### config.mk
export PLATFORM = sky130hd
export DESIGN_NAME = fnv1a_splitmix_digest_top
export DESIGN_NICKNAME = d
export VERILOG_FILES = /design/src/rtl/core/fsd_pkg.sv /design/src/rtl/core/fnv1a_splitmix_digest_top.sv /design/src/rtl/core/fsd_mul64.sv
export SDC_FILE = /design/constraint.sdc
export NUM_CORES = 2
export LEC_CHECK = 0
export ABC_AREA = 1
export BUFFER_PORTS_ARGS = -buffer_cell sky130_fd_sc_hd__buf_2
export CORE_UTILIZATION = 40
export CTS_BUF_LIST = sky130_fd_sc_hd__clkbuf_8
export CTS_CLUSTER_SIZE = 24
export DETAILED_ROUTE_END_ITERATION = 8
export GPL_ROUTABILITY_DRIVEN = 0
export GPL_TIMING_DRIVEN = 1
export SLEW_MARGIN = 5
export SYNTH_ARGS = -nofsm -noshare
export SYNTH_HDL_FRONTEND = slang
export SYNTH_SLANG_ARGS = --single-unit
export TNS_END_PERCENT = 50
### constraint.sdc
create_clock -name clk -period 8.83 [get_ports clk]
set_input_delay 1.766 -clock clk [delete_from_list [all_inputs] [get_ports clk]]
set_output_delay 1.766 -clock clk [all_outputs]
set_load 0.02 [all_outputs]
### src/rtl/core/fsd_pkg.sv
// Package for the FNV-1a / splitmix64 digest block.
// Holds hash constants, configuration widths, request types and the sequencer states.
// No dependencies; every other file in rtl/core imports it.
`timescale 1ns / 1ps

package fsd_pkg;

  localparam logic [63:0] FNV_BASIS = 64'hcbf29ce484222325;
  localparam logic [63:0] FNV_PRIME = 64'h00000100000001b3;
  localparam logic [63:0] SM_GOLDEN = 64'h9e3779b97f4a7c15;
  localparam logic [63:0] SM_MUL1   = 64'hbf58476d1ce4e5b9;
  localparam logic [63:0] SM_MUL2   = 64'h94d049bb133111eb;
  localparam logic [63:0] WORD_SALT = 64'ha0761d6478bd642f;

  localparam int DEFAULT_MAX_DIGEST_BYTES = 64;

  localparam int CFG_DATA_W = 32;
  localparam int CFG_ADDR_W = 3;
  localparam int DLEN_W     = 7;

  localparam logic [DLEN_W-1:0] DLEN_RESET = 7'd16;
  localparam logic [0:0] REG_DIGEST_LENGTH = 1'b0;

  typedef struct packed {
    logic [7:0] data_byte;
    logic       byte_present;
    logic       last;
  } in_req_t;

  typedef struct packed {
    logic [7:0] digest_byte;
    logic       final_byte;
  } out_req_t;

  typedef enum logic [6:0] {
    ST_IDLE     = 7'b0000001,
    ST_FNV_MUL  = 7'b0000010,
    ST_MIX_ADD  = 7'b0000100,
    ST_MIX_MUL1 = 7'b0001000,
    ST_MIX_MUL2 = 7'b0010000,
    ST_MIX_FIN  = 7'b0100000,
    ST_EMIT     = 7'b1000000
  } state_t;

endpackage

### src/rtl/core/fnv1a_splitmix_digest_top.sv
// Top level of the FNV-1a-64 digest block with splitmix64 output expansion.
// Depends on fsd_pkg and fsd_mul64.
`timescale 1ns / 1ps

// Message bytes are absorbed one request at a time: a request without a byte and
// without last leaves the block idle, and a request carrying a byte waits in
// ST_FNV_MUL, since every 64-bit multiply runs through the single shared 32 x 32
// multiplier in fsd_mul64 over four steps. When a request marked last arrives, the
// block runs one splitmix64 round for the seed and one per 8-byte digest word, and
// delivers one digest byte per cycle while out_stall is low and no round is running.
// The block takes no new input request until the whole digest has been delivered.
// digest_length (address 0) sets the digest size and saturates at MAX_DIGEST_BYTES.
module fnv1a_splitmix_digest_top #(
  parameter int MAX_DIGEST_BYTES = fsd_pkg::DEFAULT_MAX_DIGEST_BYTES
) (
  input  logic                            clk,
  input  logic                            rst_n,
  input  logic                            in_valid,
  output logic                            in_stall,
  input  fsd_pkg::in_req_t                in_payload,
  output logic                            out_valid,
  input  logic                            out_stall,
  output fsd_pkg::out_req_t               out_payload,
  input  logic                            psel,
  input  logic                            penable,
  input  logic                            pwrite,
  input  logic [fsd_pkg::CFG_ADDR_W-1:0]  paddr,
  input  logic [fsd_pkg::CFG_DATA_W-1:0]  pwdata,
  output logic [fsd_pkg::CFG_DATA_W-1:0]  prdata,
  output logic                            pready
);
  import fsd_pkg::*;

  localparam int LEN_W = $clog2(MAX_DIGEST_BYTES + 1);

  state_t             state_r, state_nxt;
  logic [63:0]        hash_r, hash_nxt;
  logic [63:0]        count_r, count_nxt;
  logic [63:0]        v_r, v_nxt;
  logic [63:0]        s_r, s_nxt;
  logic [7:0]         byte_r, byte_nxt;
  logic               last_r, last_nxt;
  logic               seed_r, seed_nxt;
  logic               go_r, go_nxt;
  logic [LEN_W-1:0]   k_r, k_nxt;
  logic [LEN_W-1:0]   len_r, len_nxt;
  logic [DLEN_W-1:0]  digest_length_r;
  logic [LEN_W-1:0]   len_cfg;
  logic [LEN_W-1:0]   k_inc;
  logic [63:0]        mix_res;
  logic [63:0]        mul_a;
  logic [63:0]        mul_b;
  logic               mul_done;
  logic [63:0]        mul_prod;
  logic               cfg_wr;

  fsd_mul64 u_mul (
    .clk   (clk),
    .rst_n (rst_n),
    .start (go_r),
    .op_a  (mul_a),
    .op_b  (mul_b),
    .done  (mul_done),
    .prod  (mul_prod)
  );

  assign pready = 1'b1;
  assign cfg_wr = psel && penable && pwrite && pready &&
                  (paddr[CFG_ADDR_W-1:2] == REG_DIGEST_LENGTH);
  assign prdata = (paddr[CFG_ADDR_W-1:2] == REG_DIGEST_LENGTH) ?
                  {{(CFG_DATA_W-DLEN_W){1'b0}}, digest_length_r} : '0;

  assign len_cfg = (digest_length_r > DLEN_W'(MAX_DIGEST_BYTES)) ?
                   LEN_W'(MAX_DIGEST_BYTES) : LEN_W'(digest_length_r);
  assign k_inc   = k_r + LEN_W'(1);
  assign mix_res = v_r ^ (v_r >> 31);

  always_comb begin
    unique case (state_r)
      ST_FNV_MUL: begin
        mul_a = hash_r ^ {56'h0, byte_r};
        mul_b = FNV_PRIME;
      end
      ST_MIX_MUL1: begin
        mul_a = v_r ^ (v_r >> 30);
        mul_b = SM_MUL1;
      end
      ST_MIX_MUL2: begin
        mul_a = v_r ^ (v_r >> 27);
        mul_b = SM_MUL2;
      end
      default: begin
        mul_a = '0;
        mul_b = '0;
      end
    endcase
  end

  always_comb begin
    state_nxt = state_r;
    hash_nxt  = hash_r;
    count_nxt = count_r;
    v_nxt     = v_r;
    s_nxt     = s_r;
    byte_nxt  = byte_r;
    last_nxt  = last_r;
    seed_nxt  = seed_r;
    go_nxt    = 1'b0;
    k_nxt     = k_r;
    len_nxt   = len_r;
    unique case (state_r)
      ST_IDLE: begin
        if (in_valid) begin
          byte_nxt = in_payload.data_byte;
          last_nxt = in_payload.last;
          if (in_payload.byte_present) begin
            state_nxt = ST_FNV_MUL;
            go_nxt    = 1'b1;
          end else if (in_payload.last) begin
            v_nxt     = count_r;
            seed_nxt  = 1'b1;
            state_nxt = ST_MIX_ADD;
          end
        end
      end
      ST_FNV_MUL: begin
        if (mul_done) begin
          hash_nxt  = mul_prod;
          count_nxt = count_r + 64'd1;
          if (last_r) begin
            v_nxt     = count_r + 64'd1;
            seed_nxt  = 1'b1;
            state_nxt = ST_MIX_ADD;
          end else begin
            state_nxt = ST_IDLE;
          end
        end
      end
      ST_MIX_ADD: begin
        v_nxt     = v_r + SM_GOLDEN;
        go_nxt    = 1'b1;
        state_nxt = ST_MIX_MUL1;
      end
      ST_MIX_MUL1: begin
        if (mul_done) begin
          v_nxt     = mul_prod;
          go_nxt    = 1'b1;
          state_nxt = ST_MIX_MUL2;
        end
      end
      ST_MIX_MUL2: begin
        if (mul_done) begin
          v_nxt     = mul_prod;
          state_nxt = ST_MIX_FIN;
        end
      end
      ST_MIX_FIN: begin
        if (seed_r) begin
          seed_nxt = 1'b0;
          k_nxt    = '0;
          len_nxt  = len_cfg;
          if (len_cfg == '0) begin
            hash_nxt  = FNV_BASIS;
            count_nxt = '0;
            state_nxt = ST_IDLE;
          end else begin
            v_nxt     = hash_r ^ mix_res ^ WORD_SALT;
            state_nxt = ST_MIX_ADD;
          end
        end else begin
          s_nxt     = mix_res;
          state_nxt = ST_EMIT;
        end
      end
      ST_EMIT: begin
        if (!out_stall) begin
          k_nxt = k_inc;
          if (k_inc == len_r) begin
            hash_nxt  = FNV_BASIS;
            count_nxt = '0;
            state_nxt = ST_IDLE;
          end else if (k_inc[2:0] == 3'd0) begin
            v_nxt     = s_r ^ WORD_SALT ^ 64'(k_inc);
            state_nxt = ST_MIX_ADD;
          end
        end
      end
      default: begin
        state_nxt = ST_IDLE;
      end
    endcase
  end

  always_ff @(posedge clk) begin
    if (!rst_n) begin
      state_r         <= ST_IDLE;
      hash_r          <= FNV_BASIS;
      count_r         <= '0;
      seed_r          <= 1'b0;
      go_r            <= 1'b0;
      k_r             <= '0;
      len_r           <= '0;
      digest_length_r <= DLEN_RESET;
    end else begin
      state_r <= state_nxt;
      hash_r  <= hash_nxt;
      count_r <= count_nxt;
      seed_r  <= seed_nxt;
      go_r    <= go_nxt;
      k_r     <= k_nxt;
      len_r   <= len_nxt;
      if (cfg_wr) begin
        digest_length_r <= pwdata[DLEN_W-1:0];
      end
    end
    v_r    <= v_nxt;
    s_r    <= s_nxt;
    byte_r <= byte_nxt;
    last_r <= last_nxt;
  end

  assign in_stall                = (state_r != ST_IDLE);
  assign out_valid               = (state_r == ST_EMIT);
  assign out_payload.digest_byte = s_r[{k_r[2:0], 3'b000} +: 8];
  assign out_payload.final_byte  = (k_inc == len_r);

  a_idle_no_output: assert property (@(posedge clk) disable iff (!rst_n)
    !in_stall |-> !out_valid)
    else $error("input taken while a digest byte is pending");

  a_final_returns_idle: assert property (@(posedge clk) disable iff (!rst_n)
    (out_valid && !out_stall && out_payload.final_byte) |=> (!out_valid && !in_stall))
    else $error("block did not return to idle after the final digest byte");

  a_index_in_range: assert property (@(posedge clk) disable iff (!rst_n)
    out_valid |-> (k_r < len_r))
    else $error("digest byte index beyond digest length");

  a_mul_done_state: assert property (@(posedge clk) disable iff (!rst_n)
    mul_done |-> (state_r == ST_FNV_MUL || state_r == ST_MIX_MUL1 ||
                  state_r == ST_MIX_MUL2))
    else $error("multiplier finished outside a multiply state");

endmodule

### src/rtl/core/fsd_mul64.sv
// Iterative 64 x 64 multiplier that keeps the low 64 bits of the product.
// One shared 32 x 32 multiplier is used over four steps; depends on fsd_pkg.
`timescale 1ns / 1ps

module fsd_mul64 (
  input  logic        clk,
  input  logic        rst_n,
  input  logic        start,
  input  logic [63:0] op_a,
  input  logic [63:0] op_b,
  output logic        done,
  output logic [63:0] prod
);
  import fsd_pkg::*;

  logic [63:0] a_r, a_nxt;
  logic [63:0] b_r, b_nxt;
  logic [63:0] p_r, p_nxt;
  logic [63:0] acc_r, acc_nxt;
  logic [1:0]  step_r, step_nxt;
  logic        busy_r, busy_nxt;
  logic        done_r, done_nxt;
  logic [31:0] mul_x;
  logic [31:0] mul_y;

  always_comb begin
    unique case (step_r)
      2'd1: begin
        mul_x = a_r[63:32];
        mul_y = b_r[31:0];
      end
      2'd2: begin
        mul_x = a_r[31:0];
        mul_y = b_r[63:32];
      end
      default: begin
        mul_x = a_r[31:0];
        mul_y = b_r[31:0];
      end
    endcase
  end

  always_comb begin
    a_nxt    = a_r;
    b_nxt    = b_r;
    p_nxt    = p_r;
    acc_nxt  = acc_r;
    step_nxt = step_r;
    busy_nxt = busy_r;
    done_nxt = 1'b0;
    if (start && !busy_r) begin
      a_nxt    = op_a;
      b_nxt    = op_b;
      step_nxt = 2'd0;
      busy_nxt = 1'b1;
    end else if (busy_r) begin
      p_nxt    = {32'h0, mul_x} * {32'h0, mul_y};
      step_nxt = step_r + 2'd1;
      if (step_r == 2'd1) begin
        acc_nxt = p_r;
      end else if (step_r != 2'd0) begin
        acc_nxt = acc_r + {p_r[31:0], 32'h0};
      end
      if (step_r == 2'd3) begin
        busy_nxt = 1'b0;
        done_nxt = 1'b1;
      end
    end
  end

  always_ff @(posedge clk) begin
    if (!rst_n) begin
      busy_r <= 1'b0;
      done_r <= 1'b0;
      step_r <= 2'd0;
    end else begin
      busy_r <= busy_nxt;
      done_r <= done_nxt;
      step_r <= step_nxt;
    end
    a_r   <= a_nxt;
    b_r   <= b_nxt;
    p_r   <= p_nxt;
    acc_r <= acc_nxt;
  end

  assign done = done_r;
  assign prod = acc_r;

endmodule

==> results by group <==
Floorplanning
  • Cell Rows: 143
  • Die Width: 395 µm
  • Die area: 156000 µm²
  • Initial core utilization: 0.405
  • Core Region: 152000 µm²
  • Die H: 395 µm
  • Ports: 96

Worst setup path
  • Worst EP arrival: 8.99 ns
  • Crit path kind: reg2reg
  • Worst R2R Path Depth: 27
  • RR Startpoint: u_mul.step_r[0]
  • CP Max Fanout: 28
  • Critical path launch point type: register
  • Crit path required time: 9.26 ns
  • CP Capture Type: register
  • Most frequent CP cell: fa_1
  • R2r endpoint: u_mul.p_r[47]
  • Reg-to-reg setup timing slack: 0.27 ns
  • CP max stage cell: fa_1
  • Slowest stage delay, CP: 0.66 ns

Global route
  • Gr usage total: 0.316
  • Initial antenna violation count: 8
  • Largest net degree at the start of global routing: 80
  • Vias in the first global route: 56311
  • Grt ovf: 0
  • First-pass GRT wire length: 363000 µm

Outcome
  • Failing checks: DRC
  • Outcome: finished, violations left

Clocking
  • Clk Latency, worst-skew pair: 0.73 ns
  • Root Buffer: clkbuf_8
  • Clk slew on worst S/H paths: 0.06 ns
  • Clock Path Buffers: 3
  • Number of buffers created by CTS: 85
  • CTS Sinks: 497
  • H-tree levels: 3
  • CTS tree: done

Synthesis
  • FF+latch count, synth: 497
  • Syn Inst Count: 7936
  • Async SR Flop Fraction: 0
  • Sequential fraction of the synthesis area: 0.216
  • EDFF count, synth: 335
  • Synthesized area per cell: 7.77 µm²
  • Main flop type after synthesis: edfxtp_1
  • Yosys warnings: 0
  • Synth cell types: 57
  • Post-Syn Area: 61700 µm²

Detailed routing
  • Iter 0 DRT Violations: 7105
  • Routed vias/inst: 5.52
  • Post-route ant nets: 0
  • Via Count: 56407
  • WL final: 249000 µm
  • Total iterations of the first detailed-routing run: 9
  • Wire per inst: 24.3 µm
  • DRC: 3

Timing
  • Worst Skew: 0.0450 ns
  • Max frequency: 117 MHz
  • Post-Route Setup TNS: 0 ns
  • RSZ-0062 raised after global routing: no
  • Setup ws final: 0.268 ns
  • Ratio of final minimum period to clock period: 0.970
  • Tmin final: 8.56 ns
  • Slew Limit Fails: 0
  • Slew HR: 0.187
  • Worst-Margin Slew: 1.22 ns
  • Setup-failing EPs final: 0
  • Fin. Hold Viols: 0

Worst hold path
  • Hold_sp: digest_length_r[0]
  • Hold WC Path Type: reg2reg
  • Hold path endpoint: len_r[0]
  • Hold path depth: 2

Cells and area
  • Number of fill cells: 15446
  • Final instance area: 67500 µm²
  • Synthesis-to-layout area growth: 9.40%
  • Layout Nets: 9358
  • Fraction of layout cells with a size suffix above 1: 0.0672

Placement
  • Port Buffers: 42
  • DP HPWL: 200000 µm
  • Pre-CTS WS: 0.0314 ns
  • Placement Cell Area: 65700 µm²

Job
  • Max cap viols: 0
-- metrics by stage --
step	std cells	util	hold slack, ns
2_1_floorplan	7960	-	0.424
3_3_place_gp	10053	0.431	0.457
3_5_place_dp	10053	0.431	0.465
4_1_cts	10211	0.442	0.470
5_1_grt	10214	0.443	0.488
6_report	10216	0.443	0.474
-- kinds of logic after synthesis --
group                    after synthesis  share of synthesized area
buffers and inverters               1910                      0.119
adder cells (fa/ha/maj)             1194                      0.343
flip-flops                           497                      0.216
other                                  2                   0.000122
AO/OA/AOI/OAI                        880                     0.0799
XOR/XNOR                             201                     0.0285
AND/OR/NAND/NOR                     3252                      0.214
-- state kept, by name (all words and copies together), names as in the netlist --
register	flops
u_mul.p_r	64
last_r	1
u_mul.a_r	64
seed_r	1
u_mul.step_r	2
state_r	7
k_r	7
hash_r	64
len_r	7
u_mul.prod	64
u_mul.busy_r	1
s_r	64
go_r	1
byte_r	8
u_mul.done	1
v_r	64
count_r	64
u_mul.b_r	6
digest_length_r	7
-- cells in the mapped netlist, types with 6 or more instances --
master,instances,area [µm²]
a21oi_1,332,1660
o211ai_1,31,233
xnor2_1,65,569
nand4_1,74,463
dfxtp_1,162,3240
nand3b_1,8,60.1
o22ai_1,81,507
nand2_1,1528,5740
buf_1,19,71.3
ha_1,368,4600
buf_6,7,78.8
or2_2,19,119
edfxtp_1,335,10100
fa_1,826,16500
nor2_1,1133,4250
inv_2,9,33.8
buf_2,15,75.1
nand3_1,392,1960
o21bai_1,34,255
xor2_1,136,1190
a31oi_1,24,150
nor3_1,66,330
o221ai_1,25,219
a21boi_0,6,45.0
o21ai_0,271,1360
buf_4,32,240
o21ai_1,33,165
inv_1,1580,5930
a211oi_1,15,113
clkinv_1,24,90.1
a21o_1,11,82.6
clkbuf_1,223,837
-- worst max path at each step --
stage	startpoint	slack, ns	endpoint	depth (start not counted)
global placement	u_mul.step_r[1]	0.14	u_mul.p_r[61]	32
detailed placement	u_mul.step_r[0]	0.03	u_mul.p_r[27]	28
floorplan	u_mul.step_r[1]	1.12	u_mul.p_r[61]	31
global route	u_mul.step_r[0]	0.03	u_mul.p_r[62]	30
finish	u_mul.step_r[0]	0.27	u_mul.p_r[47]	27
CTS	u_mul.step_r[1]	0.17	u_mul.p_r[27]	29
-- cell type report --
cell class / instances / area, µm² / share of cell area
well taps: 2030 / 2540 / 0.0376
flip-flops and latches: 497 / 13300 / 0.197
inverters: 1614 / 6060 / 0.0899
diodes: 3 / 7.51 / 0.000111
repair buffers: 361 / 2680 / 0.0396
clock buffers: 93 / 1280 / 0.0190
clock inverters: 65 / 424 / 0.00629
multi-input cells: 5553 / 41200 / 0.610
-- repair_timing --
item / 4_1_cts / 5_1_grt
endpoints found under the setup margin: 1 / 34
resized for setup: 1 / 13
setup buffers: 0 / 2
hold buffers: 0 / 0
hold endpoints to repair: 0 / 0
-- placed cells by master, fill, tap and decap left out, drive strengths merged, types with 6 or more instances in the layout --
cell type	n
or2	22
nor3	67
edfxtp	335
o21ai	304
clkinv	45
fa	826
a21o	11
nand3b	8
o21bai	34
nand2	1535
dfxtp	162
o221ai	25
nor2	1139
a31oi	24
ha	368
o211ai	31
clkbuf	93
conb	26
inv	1627
xnor2	65
xor2	136
a211oi	15
nand3	394
nand4	74
a21oi	332
o22ai	81
buf	361
a21boi	6
-- layer usage --
layer	part of all wire	up-vias	global-route usage
li1	-	24943	-
met1	0.36	26981	0.389
met2	0.44	3605	0.497
met3	0.12	870	0.0782
met4	0.075	8	0.191
met5	0.00016	-	0
-- worst max-delay path, delay by kind of cell, from the launching register on --
kind / cells / cell delay [ns]
AND/OR/NAND/NOR: 6 / 0.85
adder cells (fa/ha/maj): 10 / 4.95
AO/OA/AOI/OAI: 3 / 0.70
flip-flops: 1 / 0.42
XOR/XNOR: 1 / 0.16
buffers and inverters: 7 / 1.14
Power is left out: the tool's default activity adds up to more than one toggle a clock period on the data nets, which glitch-free logic cannot reach.
